[src/rtl/hks_pkg.sv]
// shared types and constants for the hashed key set engine
// no dependencies; used by all rtl files through scoped names

package hks_pkg;

  // key field width and output tdata width
  localparam int unsigned KeyW      = 32;
  localparam int unsigned OutTDataW = 8;

  // the remainder unit splits its reciprocal constant at this bit
  localparam int unsigned RecipLoW = 16;

  typedef enum logic [2:0] {
    ST_INSERTED  = 3'd0,
    ST_DUPLICATE = 3'd1,
    ST_PRESENT   = 3'd2,
    ST_ABSENT    = 3'd3,
    ST_FULL      = 3'd4
  } status_e;

  typedef enum logic {
    OP_INSERT = 1'b0,
    OP_SEARCH = 1'b1
  } op_e;

  typedef enum logic [2:0] {
    SQ_CLEAR,
    SQ_IDLE,
    SQ_HASH,
    SQ_FILL_RD,
    SQ_FILL_LD,
    SQ_SCAN,
    SQ_RESP
  } seq_state_e;

endpackage

[src/rtl/hks_mod_unit.sv]
// iterative remainder unit: signed key modulo BUCKETS, taken non-negative
// depends on hks_pkg

module hks_mod_unit #(
  parameter int unsigned BUCKETS = 10,
  localparam int unsigned BW = $clog2(BUCKETS)
) (
  input  logic                          clk_i,
  input  logic                          rst_ni,
  input  logic                          start_i,
  input  logic signed [hks_pkg::KeyW-1:0] key_i,
  output logic                          done_o,
  output logic [BW-1:0]                 bucket_o
);

  localparam int unsigned RW    = BW + 1;
  localparam int unsigned Shift = hks_pkg::KeyW + BW;
  localparam int unsigned LoW   = hks_pkg::RecipLoW;
  localparam int unsigned HiW   = hks_pkg::KeyW + 1 - LoW;
  localparam int unsigned PW    = 2 * hks_pkg::KeyW + 1;

  // rounded-up reciprocal, exact quotient for every 32-bit magnitude
  localparam logic [63:0] Recip =
    ((64'd1 << Shift) + 64'(BUCKETS) - 64'd1) / 64'(BUCKETS);
  localparam logic [HiW-1:0] RecipLo = HiW'(Recip[LoW-1:0]);
  localparam logic [HiW-1:0] RecipHi = Recip[LoW+HiW-1:LoW];

  // step codes
  localparam logic [1:0] StepLo  = 2'd0;
  localparam logic [1:0] StepHi  = 2'd1;
  localparam logic [1:0] StepRem = 2'd2;

  logic [hks_pkg::KeyW-1:0]     mag_q;
  logic                         neg_q;
  logic [PW-1:0]                acc_q;
  logic [HiW-1:0]               mul_b;
  logic [hks_pkg::KeyW+HiW-1:0] prod;
  logic [BW-1:0]                quo_lo, rem_raw, rem_q, rem_fix;
  logic [RW-1:0]                diff;
  logic [1:0]                   step_q;
  logic                         busy_q, fix_q, done_q;

  // one multiplier, fed the low then the high half of the reciprocal
  always_comb begin
    mul_b   = (step_q == StepLo) ? RecipLo : RecipHi;
    prod    = mag_q * mul_b;
    // remainder lies below BUCKETS, so its low bits are all that matter
    quo_lo  = acc_q[Shift +: BW];
    rem_raw = mag_q[BW-1:0] - BW'(quo_lo * BUCKETS);
    // sign correction: remainder takes the sign of the divisor
    diff    = RW'(BUCKETS) - {1'b0, rem_q};
    rem_fix = (neg_q && (rem_q != '0)) ? diff[BW-1:0] : rem_q;
  end

  always_ff @(posedge clk_i or negedge rst_ni) begin
    if (!rst_ni) begin
      busy_q <= 1'b0;
      fix_q  <= 1'b0;
      done_q <= 1'b0;
      step_q <= StepLo;
    end else begin
      done_q <= fix_q;
      fix_q  <= 1'b0;
      if (start_i) begin
        busy_q <= 1'b1;
        step_q <= StepLo;
      end else if (busy_q) begin
        step_q <= step_q + 2'd1;
        if (step_q == StepRem) begin
          busy_q <= 1'b0;
          fix_q  <= 1'b1;
        end
      end
    end
  end

  always_ff @(posedge clk_i) begin
    if (start_i) begin
      neg_q <= key_i[hks_pkg::KeyW-1];
      mag_q <= key_i[hks_pkg::KeyW-1] ? (~key_i + 1'b1) : key_i;
    end else if (busy_q) begin
      case (step_q)
        StepLo: begin
          acc_q <= PW'(prod);
        end
        StepHi: begin
          acc_q <= acc_q + (PW'(prod) << LoW);
        end
        default: begin
          rem_q <= rem_raw;
        end
      endcase
    end else if (fix_q) begin
      rem_q <= rem_fix;
    end
  end

  assign done_o   = done_q;
  assign bucket_o = rem_q;

endmodule

[src/rtl/hks_store.sv]
// key slot memory and per-bucket fill count memory
// depends on hks_pkg

module hks_store #(
  parameter int unsigned BUCKETS          = 10,
  parameter int unsigned SLOTS_PER_BUCKET = 8,
  localparam int unsigned BW = $clog2(BUCKETS),
  localparam int unsigned FW = $clog2(SLOTS_PER_BUCKET + 1),
  localparam int unsigned SW = (SLOTS_PER_BUCKET > 1) ? $clog2(SLOTS_PER_BUCKET) : 1
) (
  input  logic                     clk_i,
  // fill counts, one address shared by read and write
  input  logic [BW-1:0]            fill_addr_i,
  input  logic                     fill_we_i,
  input  logic [FW-1:0]            fill_wdata_i,
  output logic [FW-1:0]            fill_rdata_o,
  // key slots of the selected bucket
  input  logic [BW-1:0]            slot_bkt_i,
  input  logic [SW-1:0]            slot_rd_idx_i,
  input  logic                     slot_we_i,
  input  logic [SW-1:0]            slot_wr_idx_i,
  input  logic [hks_pkg::KeyW-1:0] slot_wdata_i,
  output logic [hks_pkg::KeyW-1:0] slot_rdata_o
);

  localparam int unsigned Depth = BUCKETS * SLOTS_PER_BUCKET;
  localparam int unsigned AW    = (Depth > 1) ? $clog2(Depth) : 1;

  logic [hks_pkg::KeyW-1:0] slot_mem [Depth];
  logic [FW-1:0]            fill_mem [BUCKETS];
  logic [AW-1:0]            base, rd_addr, wr_addr;

  // bucket base address: constant multiply of a narrow index
  assign base    = AW'(slot_bkt_i * SLOTS_PER_BUCKET);
  assign rd_addr = base + AW'(slot_rd_idx_i);
  assign wr_addr = base + AW'(slot_wr_idx_i);

  always_ff @(posedge clk_i) begin
    if (slot_we_i) begin
      slot_mem[wr_addr] <= slot_wdata_i;
    end
    slot_rdata_o <= slot_mem[rd_addr];
  end

  always_ff @(posedge clk_i) begin
    if (fill_we_i) begin
      fill_mem[fill_addr_i] <= fill_wdata_i;
    end
    fill_rdata_o <= fill_mem[fill_addr_i];
  end

endmodule

[src/rtl/hashed_key_set_engine_core.sv]
// top level of the hashed key set engine: sequencer, slot compare, output register
// depends on hks_pkg, hks_mod_unit and hks_store

// Keeps a set of signed 32-bit keys in BUCKETS buckets of SLOTS_PER_BUCKET
// slots; a key lives in bucket (key mod BUCKETS), taken non-negative, so -1
// lands in the last bucket. Each input word inserts or searches one key and
// gives exactly one output word with a status code. An insert of a key that
// is already stored reports duplicate (even in a full bucket); an insert into
// a full bucket reports full and stores nothing. The block works on one word
// at a time: the wait from acceptance to the next ready grows with the
// number of occupied slots of the key's bucket, is shorter when a match is
// found early and longer while an earlier result still waits in the output
// register. The remainder unit does a reciprocal multiply in halves on one
// multiplier, forms the remainder, fixes the sign and hands the bucket off;
// then come one fill count read, one slot compare per occupied slot through
// a single memory read port and one commit.
// After reset the fill count memory is cleared, bucket by bucket, before the
// first input word is taken. A finished result sits in an output register,
// so the next word may enter while that result waits to be taken.

module hashed_key_set_engine_core #(
  parameter int unsigned BUCKETS          = 10,
  parameter int unsigned SLOTS_PER_BUCKET = 8
) (
  input  logic                           clk_i,
  input  logic                           rst_ni,
  // input words
  input  logic                           s_axis_tvalid,
  output logic                           s_axis_tready,
  input  logic [hks_pkg::KeyW-1:0]       s_axis_tdata,   // [31:0] key (signed)
  input  logic                           s_axis_tuser,   // [0] operation
  // output words
  output logic                           m_axis_tvalid,
  input  logic                           m_axis_tready,
  output logic [hks_pkg::OutTDataW-1:0]  m_axis_tdata    // [2:0] status, [7:3] zero
);

  localparam int unsigned BW = $clog2(BUCKETS);
  localparam int unsigned FW = $clog2(SLOTS_PER_BUCKET + 1);
  localparam int unsigned SW = (SLOTS_PER_BUCKET > 1) ? $clog2(SLOTS_PER_BUCKET) : 1;

  hks_pkg::seq_state_e state_q, state_d;
  hks_pkg::op_e        op_q, op_d;
  logic [hks_pkg::KeyW-1:0] key_q, key_d;
  logic [BW-1:0]       bkt_q, bkt_d;
  logic [BW-1:0]       clr_q, clr_d;
  logic [FW-1:0]       fill_q, fill_d;
  logic [FW-1:0]       idx_q, idx_d;
  logic                cmp_vld_q, cmp_vld_d;
  logic                hit_q, hit_d;
  logic                out_vld_q, out_vld_d;
  hks_pkg::status_e    out_status_q, out_status_d;

  logic                s_acc;
  logic                rd_issue;
  logic                out_load;
  hks_pkg::status_e    status;

  // memory and remainder unit hookup
  logic                mod_done;
  logic [BW-1:0]       mod_bucket;
  logic [BW-1:0]       fill_addr;
  logic                fill_we;
  logic [FW-1:0]       fill_wdata;
  logic [FW-1:0]       fill_rdata;
  logic                slot_we;
  logic [hks_pkg::KeyW-1:0] slot_rdata;

  assign s_acc         = s_axis_tvalid && s_axis_tready;
  assign s_axis_tready = (state_q == hks_pkg::SQ_IDLE);

  hks_mod_unit #(
    .BUCKETS (BUCKETS)
  ) u_mod (
    .clk_i    (clk_i),
    .rst_ni   (rst_ni),
    .start_i  (s_acc),
    .key_i    (s_axis_tdata),
    .done_o   (mod_done),
    .bucket_o (mod_bucket)
  );

  hks_store #(
    .BUCKETS          (BUCKETS),
    .SLOTS_PER_BUCKET (SLOTS_PER_BUCKET)
  ) u_store (
    .clk_i         (clk_i),
    .fill_addr_i   (fill_addr),
    .fill_we_i     (fill_we),
    .fill_wdata_i  (fill_wdata),
    .fill_rdata_o  (fill_rdata),
    .slot_bkt_i    (bkt_q),
    .slot_rd_idx_i (idx_q[SW-1:0]),
    .slot_we_i     (slot_we),
    .slot_wr_idx_i (fill_q[SW-1:0]),
    .slot_wdata_i  (key_q),
    .slot_rdata_o  (slot_rdata)
  );

  // final status from the scan outcome and the bucket's fill count
  always_comb begin
    if (op_q == hks_pkg::OP_SEARCH) begin
      status = hit_q ? hks_pkg::ST_PRESENT : hks_pkg::ST_ABSENT;
    end else if (hit_q) begin
      status = hks_pkg::ST_DUPLICATE;
    end else if (fill_q == FW'(SLOTS_PER_BUCKET)) begin
      status = hks_pkg::ST_FULL;
    end else begin
      status = hks_pkg::ST_INSERTED;
    end
  end

  // sequencer
  always_comb begin
    state_d    = state_q;
    op_d       = op_q;
    key_d      = key_q;
    bkt_d      = bkt_q;
    clr_d      = clr_q;
    fill_d     = fill_q;
    idx_d      = idx_q;
    cmp_vld_d  = cmp_vld_q;
    hit_d      = hit_q;
    fill_addr  = bkt_q;
    fill_we    = 1'b0;
    fill_wdata = '0;
    slot_we    = 1'b0;
    rd_issue   = 1'b0;
    out_load   = 1'b0;

    unique case (state_q)
      hks_pkg::SQ_CLEAR: begin
        // zero one fill count per cycle after reset
        fill_addr = clr_q;
        fill_we   = 1'b1;
        clr_d     = clr_q + BW'(1);
        if (clr_q == BW'(BUCKETS - 1)) begin
          state_d = hks_pkg::SQ_IDLE;
        end
      end
      hks_pkg::SQ_IDLE: begin
        if (s_acc) begin
          op_d    = hks_pkg::op_e'(s_axis_tuser);
          key_d   = s_axis_tdata;
          state_d = hks_pkg::SQ_HASH;
        end
      end
      hks_pkg::SQ_HASH: begin
        if (mod_done) begin
          bkt_d   = mod_bucket;
          state_d = hks_pkg::SQ_FILL_RD;
        end
      end
      hks_pkg::SQ_FILL_RD: begin
        // fill count read issued at bkt_q
        state_d = hks_pkg::SQ_FILL_LD;
      end
      hks_pkg::SQ_FILL_LD: begin
        fill_d    = fill_rdata;
        idx_d     = '0;
        cmp_vld_d = 1'b0;
        hit_d     = 1'b0;
        state_d   = hks_pkg::SQ_SCAN;
      end
      hks_pkg::SQ_SCAN: begin
        // read one occupied slot a cycle, compare it the cycle after
        rd_issue  = (idx_q < fill_q);
        cmp_vld_d = rd_issue;
        if (rd_issue) begin
          idx_d = idx_q + FW'(1);
        end
        if (cmp_vld_q && (slot_rdata == key_q)) begin
          hit_d   = 1'b1;
          state_d = hks_pkg::SQ_RESP;
        end else if (!rd_issue && !cmp_vld_q) begin
          state_d = hks_pkg::SQ_RESP;
        end
      end
      hks_pkg::SQ_RESP: begin
        // wait for a free output register, then commit
        if (!out_vld_q || m_axis_tready) begin
          out_load = 1'b1;
          if (status == hks_pkg::ST_INSERTED) begin
            slot_we    = 1'b1;
            fill_we    = 1'b1;
            fill_wdata = fill_q + FW'(1);
          end
          state_d = hks_pkg::SQ_IDLE;
        end
      end
      default: begin
        state_d = hks_pkg::SQ_IDLE;
      end
    endcase
  end

  // output register
  always_comb begin
    out_status_d = out_status_q;
    if (out_load) begin
      out_vld_d    = 1'b1;
      out_status_d = status;
    end else if (m_axis_tready) begin
      out_vld_d = 1'b0;
    end else begin
      out_vld_d = out_vld_q;
    end
  end

  always_ff @(posedge clk_i or negedge rst_ni) begin
    if (!rst_ni) begin
      state_q   <= hks_pkg::SQ_CLEAR;
      clr_q     <= '0;
      out_vld_q <= 1'b0;
      cmp_vld_q <= 1'b0;
    end else begin
      state_q   <= state_d;
      clr_q     <= clr_d;
      out_vld_q <= out_vld_d;
      cmp_vld_q <= cmp_vld_d;
    end
  end

  always_ff @(posedge clk_i) begin
    op_q         <= op_d;
    key_q        <= key_d;
    bkt_q        <= bkt_d;
    fill_q       <= fill_d;
    idx_q        <= idx_d;
    hit_q        <= hit_d;
    out_status_q <= out_status_d;
  end

  assign m_axis_tvalid = out_vld_q;
  assign m_axis_tdata  = {{(hks_pkg::OutTDataW - 3){1'b0}}, out_status_q};

  // one word in flight: ready drops right after an acceptance
  a_one_in_flight: assert property (@(posedge clk_i) disable iff (!rst_ni)
    s_acc |=> !s_axis_tready)
    else $error("input accepted while a word is in progress");

  // remainder unit finishes only while the sequencer waits for it
  a_mod_done_in_hash: assert property (@(posedge clk_i) disable iff (!rst_ni)
    mod_done |-> (state_q == hks_pkg::SQ_HASH))
    else $error("remainder result outside of hash phase");

  // slots are written only for an insert of a key not found into a bucket with room
  a_slot_write_legal: assert property (@(posedge clk_i) disable iff (!rst_ni)
    slot_we |-> (op_q == hks_pkg::OP_INSERT) && !hit_q
                && (fill_q < FW'(SLOTS_PER_BUCKET)))
    else $error("slot write for a duplicate, a search or a full bucket");

  // a committed fill count grows by one and stays within the bucket
  a_fill_bound: assert property (@(posedge clk_i) disable iff (!rst_ni)
    (fill_we && (state_q == hks_pkg::SQ_RESP)) |->
      (fill_wdata != '0) && (fill_wdata <= FW'(SLOTS_PER_BUCKET)))
    else $error("fill count written out of range");

  // the scan never reads past the occupied slots
  a_scan_bound: assert property (@(posedge clk_i) disable iff (!rst_ni)
    rd_issue |-> (state_q == hks_pkg::SQ_SCAN) && (idx_q < fill_q))
    else $error("slot read beyond the fill count");

endmodule
[config.mk]
export PLATFORM = sky130hd
export DESIGN_NAME = hashed_key_set_engine_core
export DESIGN_NICKNAME = d
export VERILOG_FILES = /design/src/rtl/hks_pkg.sv /design/src/rtl/hks_mod_unit.sv /design/src/rtl/hks_store.sv /design/src/rtl/hashed_key_set_engine_core.sv
export SDC_FILE = /design/constraint.sdc
export NUM_CORES = 2
export LEC_CHECK = 0
export ABC_AREA = 1
export BUFFER_PORTS_ARGS = -buffer_cell sky130_fd_sc_hd__buf_4
export CAP_MARGIN = 20
export CORE_UTILIZATION = 57
export CTS_CLUSTER_DIAMETER = 200
export DETAILED_ROUTE_END_ITERATION = 10
export PLACE_DENSITY = 0.76
export SKIP_LAST_GASP = 1
export SYNTH_ARGS = -nofsm -noshare
export SYNTH_HDL_FRONTEND = slang
export SYNTH_SLANG_ARGS = --single-unit
[constraint.sdc]
create_clock -name clk_i -period 6.5 [get_ports clk_i]
set_input_delay 1.3 -clock clk_i [delete_from_list [all_inputs] [get_ports clk_i]]
set_output_delay 1.3 -clock clk_i [all_outputs]
set_load 0.02 [all_outputs]
==> results.txt <==
worst-path fanout max - 6
main flop type after synthesis - edfxtp_1
Die X - 462 µm
slew margin rel. - 0.231
Avg Cell Area, Syn - 12.3 µm²
RSZ-0062 raised after global routing - true
Post-synth EDFFs - 2,707
grt ovf - 0
Core Area - 210,000 µm²
die footprint - 213,000 µm²
DR WL/cell - 26.6 µm
post-detailed-route count of antenna-violating nets - 0
worst setup path endpoint - u_mod.acc_q[38]
Initial DRT Pass Iterations - 6
Total GRT Usage - 0.321
share of cells above drive strength 1 - 0.0972
WS Path Type - flop to flop
Synth area leaders - edfxtp_1, nor2_1, o21ai_0
Startpoint Class - flop
crit end category - flop
Yosys warnings - 0
via total after detailed routing - 81,576
WP depth - 31
commonest non-fill, non-tap cell in the layout - edfxtp_1
Reg-to-Reg End - u_mod.acc_q[38]
Placement Setup Slack - -0.118 ns
met1 usage in global routing - 0.432
H-tree depth - 5
CP Launch Point - u_mod.step_q[0]
layout net count - 10,425
Yosys cell types - 43
setup ws final - 0.145 ns
TNS Setup - 0 ns
most frequent cells in the layout - edfxtp_1, nor2_1, o21ai_0, nand2_1, inv_1
DRC Markers - 0
worst reg-to-reg path cell count - 31
Gate Count Post-Synth - 9,832
fmax - 0.157 GHz
WL final - 346,000 µm
Worst-path clk slew - 0.06 ns
vias in the first global route - 78,044
Seq/Total Area, Yosys - 0.683
clock sink count - 2,757
I/O pins - 47
#FFs+latches synth - 2,757
Initial DRC Count - 12,226
first-pass GRT wire length - 501,000 µm
M3 GR Usage - 0.0743
P&R area growth vs syn - 12.1%
CTS tree - yes
leading area contributor after synthesis - edfxtp_1
clock root buffer - clkbuf_16
I/O Buffers - 41
status - completed
final hold viol count - 0
Die Y - 462 µm
initial antenna violation count - 18
slowest CP cell - fa_1
layer with the highest usage - met2
Vias per Instance - 6.29
Final Core Density - 0.644
CTS Buffer Depth - 4
crit share post-route - 0.978
clk_lat worst skew - 0.96 ns
Largest delay share family, worst path - adder cells
final-report max-slew violation count - 0
Worst-Margin Slew - 1.15 ns
site row count - 168
max-cap violations - 0
Reg2Reg Launch Point - u_mod.step_q[0]
R2R Setup Slk - 0.15 ns
Starting Density - 0.575
met2 GRT Util - 0.498
# setup viols final - 0
Worst Path Arrival - 7.02 ns
Hold Path Class - primary input to async pin
TritonCTS buffer count - 287
CP required - 7.16 ns
CP max stage delay - 0.55 ns
fraction of registers with async set/reset - 0.00508
mapped cell area - 121,000 µm²
final RePlAce weighted congestion - 0.960
Detailed Place HPWL - 202,000 µm
largest net degree at the start of global routing - 227
CP bufs+invs - 6
fin crit period - 6.35 ns
share of the synthesized area in the top cell type - 0.674
Clock Skew - 0.0806 ns
WHS - 0.232 ns
[cells in the mapped netlist, types with 30 or more instances]
| library cell | n |
|---|---|
| a21oi_1 | 74 |
| buf_1 | 50 |
| buf_2 | 126 |
| buf_6 | 32 |
| clkbuf_1 | 341 |
| dfxtp_1 | 36 |
| edfxtp_1 | 2707 |
| fa_1 | 209 |
| ha_1 | 213 |
| inv_1 | 566 |
| nand2_1 | 641 |
| nand3_1 | 353 |
| nand4_1 | 56 |
| nor2_1 | 2062 |
| o211ai_1 | 552 |
| o21ai_0 | 1340 |
| o21ai_1 | 102 |
| o221ai_1 | 90 |
| o22ai_1 | 42 |
| xnor2_1 | 30 |
| xor2_1 | 58 |
[worst min path at each step]
stage	start	to	slack, ns	cells past startpoint
final	rst_ni	clr_q[2]	0.23	1
after global routing	rst_ni	cmp_vld_q	0.22	1
after CTS	rst_ni	clr_q[0]	0.19	1
after detailed placement	u_mod.fix_q	u_mod.done_o	0.37	0
after global placement	u_mod.fix_q	u_mod.done_o	0.37	0
after floorplan	u_mod.fix_q	u_mod.done_o	0.35	0
[metal layers]
| layer | vias to the layer above | share of wire |
|---|---|---|
| met1 | 40158 | 0.37 |
| li1 | 35506 | - |
| met2 | 5109 | 0.46 |
| met3 | 801 | 0.12 |
| met5 | - | 0.000038 |
| met4 | 2 | 0.051 |
[through the flow]
step | cells | instance area (µm²)
finish | 12979 | 135000
global route | 12976 | 135000
CTS | 12955 | 134000
detailed placement | 12467 | 125000
global placement | 12466 | 125000
floorplan | 9840 | 121000
[layout make-up]
cell class                      instances  area, µm²
Clock buffer                          349       7680
Fill cell                           14943      74700
Tap cell                             2805       3510
Inverter                              571       2160
Antenna cell                            9       22.5
Clock inverter                        139       1280
Timing Repair Buffer                  405       3460
Sequential cell                      2757      82400
Multi-Input combinational cell       5944      34600
[timing repair]
action,CTS,global route
gates resized for setup,6,102
setup endpoints to repair,3,10
hold buffers,0,0
cloned,0,1
pin swaps,0,30
buffers inserted,0,11
[state kept, by name (all words and copies together), names as in the netlist, 23 cells and up]
| register | count |
|---|---|
| u_store.fill_mem | 40 |
| u_store.slot_rdata_o | 32 |
| u_mod.acc_q | 23 |
| u_store.slot_mem | 2560 |
| key_q | 32 |
| u_mod.mag_q | 31 |
[kinds of logic (layout without fill, tap and decap cells)]
logic type | count (synthesis) | count (layout) | share of synthesized area
AND/OR/NAND/NOR | 3178 | 3178 | 0.105
AO/OA/AOI/OAI | 2246 | 2246 | 0.109
flip-flops | 2757 | 2757 | 0.683
XOR/XNOR | 88 | 88 | 0.00639
adder cells (fa/ha/maj) | 422 | 422 | 0.0568
multiplexers | 1 | 1 | 0.0000830
other | 1 | 18 | 0.0000311
buffers and inverters | 1139 | 1464 | 0.0394
Power is not shown: default switching activity piles up to over one toggle a cycle in this logic, so the estimate is an artifact.
